`src/hw/rtl/mlfd_pkg.sv`:
```
// Package for the marker / length frame deframer.
// Holds the phase and result codes, the result struct, size constants and the marker table.
// No dependencies.
`timescale 1ns / 1ps

package mlfd_pkg;

	localparam int BUFFER_BYTES = 65536;
	localparam int LEN_W = 16;
	localparam int POS_W = 16;
	localparam int MARKER_LEN = 7;
	localparam int LENGTH_LEN = 4;
	localparam int TRAILER_LEN = 5;

	// Payload cap that lets the whole frame fit the buffer with a byte to spare.
	localparam logic [LEN_W-1:0] LEN_CAP = LEN_W'(BUFFER_BYTES - 17);
	localparam logic [LEN_W-1:0] LEN_RESET = 16'd65519;
	localparam logic [7:0] MARKER_FIRST = 8'h59;

	typedef enum logic [1:0] {
		PH_MARKER  = 2'd0,
		PH_LENGTH  = 2'd1,
		PH_PAYLOAD = 2'd2,
		PH_TRAILER = 2'd3
	} phase_t;

	typedef enum logic [1:0] {
		KIND_PAYLOAD    = 2'd0,
		KIND_DONE       = 2'd1,
		KIND_MARKER_ERR = 2'd2,
		KIND_LEN_ERR    = 2'd3
	} kind_t;

	typedef struct packed {
		kind_t      kind;
		logic [7:0] payload_byte;
		logic       last_payload;
	} result_t;

	// Bytes of the start marker "YFSTART".
	function automatic logic [7:0] marker_byte(input logic [2:0] idx);
		logic [7:0] b;
		b = MARKER_FIRST;
		case (idx)
			3'd0: b = 8'h59;
			3'd1: b = 8'h46;
			3'd2: b = 8'h53;
			3'd3: b = 8'h54;
			3'd4: b = 8'h41;
			3'd5: b = 8'h52;
			3'd6: b = 8'h54;
			default: b = MARKER_FIRST;
		endcase
		return b;
	endfunction

endpackage

```
`src/hw/rtl/mlfd_parse.sv`:
```
// Frame parser: phase state machine, position and length counters, length limit register.
// Depends on mlfd_pkg.
`timescale 1ns / 1ps

module mlfd_parse (
	input  logic                clk,
	input  logic                arst_n,
	input  logic                cfg_we,
	input  logic [15:0]         cfg_data,
	input  logic                step,
	input  logic [7:0]          byte_in,
	output logic                has_result,
	output mlfd_pkg::result_t   result
);
	import mlfd_pkg::*;

	phase_t           phase_q, phase_d;
	logic [POS_W-1:0] pos_q, pos_d;
	logic [LEN_W-1:0] len_q, len_d;
	logic             len_hi_q, len_hi_d;
	logic [LEN_W-1:0] lim_q;
	logic [POS_W:0]   pos_inc;
	logic             big;

	assign pos_inc = {1'b0, pos_q} + 1'b1;

	always_ff @(posedge clk or negedge arst_n) begin
		if (!arst_n) begin
			lim_q <= LEN_RESET;
		end else if (cfg_we) begin
			// The buffer cap is applied once here instead of on every byte.
			lim_q <= (cfg_data > LEN_CAP) ? LEN_CAP : cfg_data;
		end
	end

	always_ff @(posedge clk or negedge arst_n) begin
		if (!arst_n) begin
			phase_q  <= PH_MARKER;
			pos_q    <= '0;
			len_q    <= '0;
			len_hi_q <= 1'b0;
		end else if (step) begin
			phase_q  <= phase_d;
			pos_q    <= pos_d;
			len_q    <= len_d;
			len_hi_q <= len_hi_d;
		end
	end

	always_comb begin
		phase_d    = phase_q;
		pos_d      = pos_q;
		len_d      = len_q;
		len_hi_d   = len_hi_q;
		has_result = 1'b0;
		result     = '{kind: KIND_PAYLOAD, payload_byte: 8'h00, last_payload: 1'b0};
		big        = 1'b0;
		unique case (phase_q)
			PH_MARKER: begin
				if (byte_in != marker_byte(pos_q[2:0])) begin
					// A stray 'Y' may start the next marker.
					pos_d       = (byte_in == MARKER_FIRST) ? POS_W'(1) : '0;
					has_result  = 1'b1;
					result.kind = KIND_MARKER_ERR;
				end else if (pos_q == POS_W'(MARKER_LEN - 1)) begin
					phase_d  = PH_LENGTH;
					pos_d    = '0;
					len_d    = '0;
					len_hi_d = 1'b0;
				end else begin
					pos_d = pos_inc[POS_W-1:0];
				end
			end
			PH_LENGTH: begin
				unique case (pos_q[1:0])
					2'd0: len_d[7:0] = byte_in;
					2'd1: len_d[15:8] = byte_in;
					default: len_hi_d = len_hi_q | (byte_in != 8'h00);
				endcase
				pos_d = pos_inc[POS_W-1:0];
				if (pos_q == POS_W'(LENGTH_LEN - 1)) begin
					big   = len_hi_d | (len_q > lim_q);
					pos_d = '0;
					if (big) begin
						phase_d     = PH_MARKER;
						len_d       = '0;
						len_hi_d    = 1'b0;
						has_result  = 1'b1;
						result.kind = KIND_LEN_ERR;
					end else begin
						phase_d = (len_q == '0) ? PH_TRAILER : PH_PAYLOAD;
					end
				end
			end
			PH_PAYLOAD: begin
				has_result          = 1'b1;
				result.payload_byte = byte_in;
				result.last_payload = (pos_inc >= {1'b0, len_q});
				if (result.last_payload) begin
					phase_d = PH_TRAILER;
					pos_d   = '0;
				end else begin
					pos_d = pos_inc[POS_W-1:0];
				end
			end
			PH_TRAILER: begin
				if (pos_q == POS_W'(TRAILER_LEN - 1)) begin
					phase_d     = PH_MARKER;
					pos_d       = '0;
					len_d       = '0;
					len_hi_d    = 1'b0;
					has_result  = 1'b1;
					result.kind = KIND_DONE;
				end else begin
					pos_d = pos_inc[POS_W-1:0];
				end
			end
		endcase
	end

	a_payload_len_nonzero: assert property (@(posedge clk) disable iff (!arst_n)
		phase_q == PH_PAYLOAD |-> len_q != '0)
		else $error("payload phase with zero length");
	a_payload_pos_range: assert property (@(posedge clk) disable iff (!arst_n)
		phase_q == PH_PAYLOAD |-> pos_q < len_q)
		else $error("payload position past length");
	a_marker_pos_range: assert property (@(posedge clk) disable iff (!arst_n)
		phase_q == PH_MARKER |-> pos_q < POS_W'(MARKER_LEN))
		else $error("marker position out of range");
	a_trailer_pos_range: assert property (@(posedge clk) disable iff (!arst_n)
		phase_q == PH_TRAILER |-> pos_q < POS_W'(TRAILER_LEN))
		else $error("trailer position out of range");

endmodule

```
`src/hw/rtl/mlfd_out_stage.sv`:
```
// Result register of the deframer: holds one result transaction until the sink takes it.
// Depends on mlfd_pkg.
`timescale 1ns / 1ps

module mlfd_out_stage (
	input  logic              clk,
	input  logic              arst_n,
	input  logic              load,
	input  mlfd_pkg::result_t result,
	input  logic              out_stall,
	output logic              out_valid,
	output logic              free,
	output logic [1:0]        kind,
	output logic [7:0]        payload_byte,
	output logic              last_payload
);
	import mlfd_pkg::*;

	logic    valid_q;
	result_t res_q;

	assign free = ~valid_q | ~out_stall;

	always_ff @(posedge clk or negedge arst_n) begin
		if (!arst_n) begin
			valid_q <= 1'b0;
		end else if (load) begin
			valid_q <= 1'b1;
		end else if (!out_stall) begin
			valid_q <= 1'b0;
		end
	end

	always_ff @(posedge clk) begin
		if (load) begin
			res_q <= result;
		end
	end

	assign out_valid    = valid_q;
	assign kind         = res_q.kind;
	assign payload_byte = res_q.payload_byte;
	assign last_payload = res_q.last_payload;

	a_no_overwrite: assert property (@(posedge clk) disable iff (!arst_n)
		valid_q && out_stall |-> !load)
		else $error("held result overwritten");
	a_hold_when_stalled: assert property (@(posedge clk) disable iff (!arst_n)
		valid_q && out_stall |=> valid_q && $stable(res_q))
		else $error("stalled result changed");
	a_drain: assert property (@(posedge clk) disable iff (!arst_n)
		valid_q && !out_stall && !load |=> !valid_q)
		else $error("taken result still valid");

endmodule

```
`src/hw/rtl/marker_length_frame_deframer.sv`:
```
// Top level of the marker / length frame deframer: input register, parser, result register.
// Depends on mlfd_pkg, mlfd_parse and mlfd_out_stage.
`timescale 1ns / 1ps

// The deframer takes a byte stream made of frames: the 7-byte start marker "YFSTART",
// a 32-bit payload length sent least significant byte first, the payload, and a 5-byte
// trailer whose content is skipped. Each input transaction carries one byte and yields
// at most one result transaction: a payload byte (kind 0, with last_payload set on the
// final byte of the frame), frame complete (kind 1, on the last trailer byte), start
// marker mismatch (kind 2, the block keeps hunting and a stray 'Y' counts as a marker
// start) or length too large (kind 3, the block goes back to hunting). A frame with zero
// length gives no payload bytes, only frame complete. Lengths above max_payload_length,
// itself capped at 65519 so that a frame fits a 64 KiB buffer, are rejected.
// The block takes one byte every clock cycle while in_stall is low. A byte is held in an
// input register, the parser decides its result and next state in that cycle, and the
// result moves into the output register, where it is presented until the sink takes it.
// When the output register is full and stalled, a byte that makes a result waits in the
// input register and in_stall rises; bytes that make no result still pass. The limit
// register is written through cfg_valid / cfg_ready, which is always ready;
// write it only while no byte is in flight.

module marker_length_frame_deframer (
	input  logic        clk,
	input  logic        arst_n,
	input  logic        cfg_valid,
	output logic        cfg_ready,
	input  logic [15:0] max_payload_length,
	input  logic        in_valid,
	output logic        in_stall,
	input  logic [7:0]  rx_byte,
	output logic        out_valid,
	input  logic        out_stall,
	output logic [1:0]  kind,
	output logic [7:0]  payload_byte,
	output logic        last_payload
);
	import mlfd_pkg::*;

	logic       valid_s1;
	logic [7:0] rx_byte_s1;
	logic       has_result;
	logic       out_free;
	logic       advance;
	logic       in_accept;
	result_t    result;

	assign cfg_ready = 1'b1;

	// The held byte moves on when it makes no result or the result register has room.
	assign advance   = valid_s1 & (~has_result | out_free);
	assign in_stall  = valid_s1 & ~advance;
	assign in_accept = in_valid & ~in_stall;

	always_ff @(posedge clk or negedge arst_n) begin
		if (!arst_n) begin
			valid_s1 <= 1'b0;
		end else if (in_accept) begin
			valid_s1 <= 1'b1;
		end else if (advance) begin
			valid_s1 <= 1'b0;
		end
	end

	always_ff @(posedge clk) begin
		if (in_accept) begin
			rx_byte_s1 <= rx_byte;
		end
	end

	mlfd_parse u_parse (
		.clk        (clk),
		.arst_n     (arst_n),
		.cfg_we     (cfg_valid & cfg_ready),
		.cfg_data   (max_payload_length),
		.step       (advance),
		.byte_in    (rx_byte_s1),
		.has_result (has_result),
		.result     (result)
	);

	mlfd_out_stage u_out (
		.clk          (clk),
		.arst_n       (arst_n),
		.load         (advance & has_result),
		.result       (result),
		.out_stall    (out_stall),
		.out_valid    (out_valid),
		.free         (out_free),
		.kind         (kind),
		.payload_byte (payload_byte),
		.last_payload (last_payload)
	);

	a_no_accept_when_full: assert property (@(posedge clk) disable iff (!arst_n)
		valid_s1 && !advance |-> in_stall)
		else $error("input register overwritten");
	a_result_follows: assert property (@(posedge clk) disable iff (!arst_n)
		advance && has_result |=> out_valid)
		else $error("result lost");
	a_payload_fields: assert property (@(posedge clk) disable iff (!arst_n)
		out_valid && kind != KIND_PAYLOAD |-> payload_byte == 8'h00 && !last_payload)
		else $error("non-payload result carries payload fields");

endmodule
```
`config.mk`:
```
export PLATFORM = sky130hd
export DESIGN_NAME = marker_length_frame_deframer
export DESIGN_NICKNAME = d
export VERILOG_FILES = /design/src/hw/rtl/mlfd_pkg.sv /design/src/hw/rtl/mlfd_parse.sv /design/src/hw/rtl/mlfd_out_stage.sv /design/src/hw/rtl/marker_length_frame_deframer.sv
export SDC_FILE = /design/constraint.sdc
export NUM_CORES = 1
export LEC_CHECK = 0
export BUFFER_PORTS_ARGS = -buffer_cell sky130_fd_sc_hd__buf_2
export CAP_MARGIN = 20
export CELL_PAD_IN_SITES_DETAIL_PLACEMENT = 1
export CELL_PAD_IN_SITES_GLOBAL_PLACEMENT = 1
export CORE_ASPECT_RATIO = 1.4
export CORE_UTILIZATION = 35
export CTS_CLUSTER_DIAMETER = 40
export DETAILED_ROUTE_END_ITERATION = 6
export PLACE_DENSITY = 0.66
export SLEW_MARGIN = 20
export SYNTH_ARGS = -nofsm -noshare
export SYNTH_HDL_FRONTEND = slang
export SYNTH_SLANG_ARGS = --single-unit
```
`constraint.sdc`:
```
create_clock -name clk -period 4.5 [get_ports clk]
set_clock_uncertainty 0.1 [all_clocks]
set_input_delay 0.675 -clock clk [delete_from_list [all_inputs] [get_ports clk]]
set_output_delay 0.675 -clock clk [all_outputs]
set_load 0.01 [all_outputs]
```
# Word level (Yosys, flattened, before mapping)
# Cells that the tools add are included.
# totals
inputBits	29
wordCells	107
out_inout_bits	14
register_bits	72
# classes
n_addsub	1
reduce_logical	10
n_mux	48
bitwise	13
magnitude_cmp	3
eq_ne	21
# op_table
operator	n
2-to-1 mux 16 bit	11
one-hot mux 16 bit (4 select lines)	1
one-hot mux 16 bit (3 select lines)	1
== test 16 x 3 -> 1 bit (second input constant)	2
one-hot mux 5 bit (5 select lines)	1
2-to-1 mux 8 bit	3
2-to-1 mux 1 bit	18
2-to-1 mux 2 bit	9
adder 16 x 1 -> 17 bit (second input constant)	1
greater-or-equal comparator 17 x 16 -> 1 bit	1
== test 16 x 2 -> 1 bit (second input constant)	1
greater-than comparator 16 bit	1
greater-than comparator 16 bit (second input constant)	1
zero test 16 bit	1
!= test 2 x 1 -> 1 bit (second input constant)	5
== test 3 bit (second input constant)	3
== test 8 x 7 -> 1 bit (second input constant)	1
!= test 8 bit	1
one-hot mux 2 bit (4 select lines)	1
nonzero test 8 bit	1
== test 3 x 2 -> 1 bit (second input constant)	2
one-hot mux 2 bit (3 select lines)	1
AND reduction 6 bit	1
NOT 1 bit	5
other kinds (13)	23

# Longest topological paths before layout
# depth
depth_word	16
depth_mapped	17
ltp_nobuf	15

# Hierarchy
# Synthesis repeated with hierarchy kept, for this count alone.
# hier_totals
hier_cells	463
area_unflattened_um2	4405.5
# by_module_without_submodules
mod	area_per_inst_um2	cells_per_inst	seq_area_each_um2	n_inst
mlfd_parse	3707.3	431	1295.0	1
mlfd_out_stage	366.6	14	355.3	1
marker_length_frame_deframer	331.6	18	265.3	1

# Worst setup path before layout
# OpenSTA, ideal clock, no wires.
# synth_timing
path_type	register to register
from	register u_parse.pos_q[0]
to	register u_parse.pos_q[4]
arrival_ns	3.214
required_ns	4.317
setup_ns	0.083
period_less_slack_ns	3.397
n_path_buf	2
path_stages_with_launch	17
setup_slack_ns	1.103
cell_sequence	dfrtp_1 > ha_1 > buf_2 > nand2_1 > nor2_2 > nand3_1 > nor3_1 > xnor2_1 > ha_1 > a21oi_1 > o21ai_0 > o41a_1 > o41ai_2 > or2_1 > buf_2 > nand3_1 > o21ai_0
# synth_via
elab_chain_len	11
elab_cells_between_ends	35
classes_between	1 x add/sub; 1 x order compare; 11 x eq/ne; 15 x mux; 4 x bitwise; 3 x reduce/logical
# synth_lines
item	line	rtl
start: declaration	mlfd_parse.sv:18	logic [POS_W-1:0] pos_q, pos_d;
start signal: assignment	mlfd_parse.sv:44	pos_q <= pos_d;
branches (longest 11 deep; another with adder 16 x 1 -> 17 bit)	n/a	
# Several ways; the timed one is not identified. The select of a mux whose other input is x is not followed.
# A chain may end at the register's enable or synchronous reset.

# Worst setup path after layout
# layout_timing
from	register u_parse.pos_q[0]
to	register u_parse.pos_q[10]
# Same word-level chain as after synthesis.

==> flow_metrics.env <==
export IMPL_worstHoldPathType="in2async"
export IMPL_total_power_uw=2678
export IMPL_area_growth_synth_to_final_pct=13.38
export IMPL_synth_net_count=542
export IMPL_run_status="completed"
export IMPL_vias_post_dr=3735
export IMPL_die_width_um=98.11
export IMPL_required_ns=4.68
export IMPL_static_leak_uw=0.002241
export IMPL_cts_post_setup_buffers_inserted=0
export IMPL_htree_num_levels=3
export IMPL_ys_ff_latch=72
export IMPL_critPathLaunchType="flip-flop"
export IMPL_synthesis_area_um2=4526
export IMPL_critical_path_max_stage_delay_ns=0.61
export IMPL_cp_num_buf_inv=0
export IMPL_area_contributors_post_synth="sky130_fd_sc_hd__dfrtp_1 21%, sky130_fd_sc_hd__edfxtp_1 13%, sky130_fd_sc_hd__ha_1 10%"
export IMPL_finalNonFillerCells=665
export IMPL_hold_buffers=0
export IMPL_route_final_wire_length_um=12670
export IMPL_antenna_found_initial=0
export IMPL_count_of_tritonroute_iterations_in_the_first_routing_pass=4
export IMPL_synth_edff_count=19
export IMPL_synthXorXnorAreaFrac=0.03096
export IMPL_detail_route_wl_per_cell_um=19.05
export IMPL_finalWeightedCongestion=0.8189
export IMPL_worst_skew_pair_late_latency_ns=0.35
export IMPL_worst_hold_slack_ns=0.3092
export IMPL_synthDominantAreaCellType="sky130_fd_sc_hd__dfrtp_1"
export IMPL_grt_first_pass_wirelength_um=20690
export IMPL_fin_hold_viols=0
export IMPL_global_route_usage_total=0.2054
export IMPL_synth_top_area_frac=0.2101
export IMPL_synth_flop_cell="sky130_fd_sc_hd__dfrtp_1"
export IMPL_setup_tns_after_final_layout_ns=0
export IMPL_synth_async_reset_ratio=0.7361
export IMPL_die_area_um2=13400
export IMPL_slew_violations=0
export IMPL_vdd_drop_max_mv=0.2086
export IMPL_synth_top_family_by_area="simple AND/OR/NAND/NOR gates"
export IMPL_syn_inst=477
export IMPL_worst_pin_slew_ns=0.7654
export IMPL_layout_drive_gt1_share=0.1864
export IMPL_clk_pin_slew_ns=0.07
export IMPL_finalCritPeriodShare=0.9046
export IMPL_synth_compound_area_frac=0.1769
export IMPL_yosys_mux_area_fraction=0.008294
export IMPL_first_global_vias=4056
export IMPL_rsz_0062_raised_after_global_routing="false"
export IMPL_worstPathCellList="ha_1 -> nand2_1 -> nor2_2 -> nand3_1 -> nor3_1 -> xnor2_1 -> ha_1 -> a21oi_1 -> o21ai_0 -> o41a_1 -> o41ai_2 -> or2_4 -> and2_4 -> a31o_1"
export IMPL_post_route_min_period_ns=4.071
export IMPL_worst_slew_margin_rel=0.4897
export IMPL_critical_path_peak_fanout=11
export IMPL_n_antenna_cell=0
export IMPL_grt_overflow=0
export IMPL_die_height_um=136.5
export IMPL_initial_core_utilization=0.3623
export IMPL_clock_tree_from_tritoncts="done"
export IMPL_clock_sinks=72
export IMPL_grt_max_degree=33
export IMPL_numCtsBuffers=9
export IMPL_postSynthAreaPerCell_um2=9.488
export IMPL_total_of_max_cap_violations=0
export IMPL_first_iter_violations=122
export IMPL_synth_simple_gate_area_share=0.1913
export IMPL_place_worst_setup_slack_ns=0.2751
export IMPL_synthDistinctLibCells=70
export IMPL_route_antenna_remaining_nets=0
export IMPL_dp_final_hpwl_um=9600
export IMPL_cp_data_arrival_time_ns=4.25
export IMPL_timing_final_setup_violations=0
export IMPL_critical_path_top_delay_family="compound AO/OA/AOI/OAI gates"
export IMPL_timing_critical_path_mode_cell="sky130_fd_sc_hd__ha_1"
export IMPL_synth_fa_ha_area_frac=0.09953
export IMPL_fmaxAchievable_ghz=0.2456
export IMPL_numPlacedInstances=649
export IMPL_yosysMostFrequentCell="sky130_fd_sc_hd__inv_1"
export IMPL_synth_warning_count=0
export IMPL_fin_nets=575
export IMPL_clock_tree_buffer_depth=2
export IMPL_powerDensity_nw_per_um2=521.9
export IMPL_io_buffers=41
export IMPL_setup_slack_ns=0.4291
export IMPL_synthTopCellsByCount="50 x sky130_fd_sc_hd__inv_1, 39 x sky130_fd_sc_hd__nand3_1, 38 x sky130_fd_sc_hd__dfrtp_1"
export IMPL_post_cts_repair_resize_count=0
export IMPL_ios=43
export IMPL_cts_root_buffer_cell="sky130_fd_sc_hd__clkbuf_16"
export IMPL_crit_slowest_cell="sky130_fd_sc_hd__o41ai_2"
export IMPL_drc=0
export IMPL_timing_critical_path_to_type="flip-flop"
export IMPL_rows=48
export IMPL_critPathKind="reg2reg"
export IMPL_detail_route_vias_per_cell=5.617
export IMPL_core_area_um2=12490
export IMPL_seq_area_frac_synth=0.4233
registers in the layout (all words and copies together) (netlist names), named ones only:
register	count
u_parse.lim_q	16
u_parse.pos_q	16
rx_byte_s1	8
valid_s1	1
u_out.kind	2
u_parse.phase_q	1
u_out.payload_byte	8
u_out.out_valid	1
u_parse.len_q	16
u_parse.len_hi_q	1
u_out.last_payload	1
logic make-up (layout without fill, tap and decap cells):
group           after synthesis  in the layout
simple gates                166            166
compound gates              110            110
buf+inv                      73            111
flops                        72             72
fa+ha+maj                    36             36
xor+xnor                     16             16
mux                           3              3
other cells                   1              1
layout make-up:
| class | count | area, µm² |
|---|---|---|
| Tap cell | 150 | 187.7 |
| Inverter | 50 | 187.7 |
| Fill cell | 1473 | 7361 |
| Clock inverter | 6 | 70.07 |
| Sequential cell | 72 | 1916 |
| Clock buffer | 10 | 229.0 |
| Multi-Input combinational cell | 332 | 2306 |
| Timing Repair Buffer | 45 | 235.2 |
power breakdown:
part,leakage (µW),internal [µW],switching (µW)
Sequential,0.000834,802,167
Clock,0.000135,432,300
Combinational,0.00127,410,566
layout by cell type (no fill, tap or decap), types with 3 or more instances in the layout:
cell type                    instances
sky130_fd_sc_hd__buf_2              41
sky130_fd_sc_hd__a22o_1              5
sky130_fd_sc_hd__or2_2               3
sky130_fd_sc_hd__nand2_1            32
sky130_fd_sc_hd__nor2b_1             7
sky130_fd_sc_hd__nand4_1            11
sky130_fd_sc_hd__nand2b_1            4
sky130_fd_sc_hd__edfxtp_1           19
sky130_fd_sc_hd__xor2_1              4
sky130_fd_sc_hd__o2bb2ai_1          16
sky130_fd_sc_hd__inv_1              50
sky130_fd_sc_hd__nor3_1             12
sky130_fd_sc_hd__a211oi_1            3
sky130_fd_sc_hd__and3_1              4
sky130_fd_sc_hd__o22a_1              4
sky130_fd_sc_hd__or3_1               3
sky130_fd_sc_hd__nand3_1            39
sky130_fd_sc_hd__o21ai_0            35
sky130_fd_sc_hd__nor4_1             10
sky130_fd_sc_hd__dfrtp_1            38
sky130_fd_sc_hd__ha_1               36
sky130_fd_sc_hd__buf_4               4
sky130_fd_sc_hd__and2_1             11
sky130_fd_sc_hd__dfstp_2            15
sky130_fd_sc_hd__clkinvlp_4          3
sky130_fd_sc_hd__a21oi_1            15
sky130_fd_sc_hd__xnor2_1            12
sky130_fd_sc_hd__nor2_1             19
sky130_fd_sc_hd__clkbuf_16           9
sky130_fd_sc_hd__a21o_1              4
through the flow:
stage               area (µm²)  utilization
global placement          4825       0.3862
detailed placement        4825       0.3862
global route              5131       0.4108
CTS                       5124       0.4102
floorplan                 4526            -
finish                    5131       0.4108
final timing paths:
kind | startpoint | end | slack (ns) | depth (start not counted)
max | u_parse.pos_q[0]$_DFFE_PN0N_ | u_parse.pos_q[10]$_DFFE_PN0N_ | 0.43 | 14
min | arst_n | u_parse.phase_q[0]$_DFFE_PN0P_ | 0.31 | 1
max reg2reg | u_parse.pos_q[0]$_DFFE_PN0N_ | u_parse.pos_q[10]$_DFFE_PN0N_ | 0.43 | 14
min reg2reg | u_parse.len_hi_q$_DFFE_PN0P_ | u_parse.len_hi_q$_DFFE_PN0P_ | 0.41 | 1
max in group asynchronous | arst_n | u_parse.len_q[7]$_DFFE_PN0P_ | 3.18 | 2
min in group clk | rx_byte[6] | rx_byte_s1[6]$_DFFE_PP_ | 0.40 | 1
routing by layer:
| metal | vias to the layer above | GRT usage | share of wire |
|---|---|---|---|
| met3 | 27 | 0.03166 | 0.022 |
| met4 | 0 | 0.1052 | 0.035 |
| met2 | 64 | 0.3869 | 0.54 |
| met1 | 1878 | 0.2214 | 0.40 |
| met5 | - | 0 | 0 |
| li1 | 1766 | - | - |
Power figures use the tool's default switching activity.
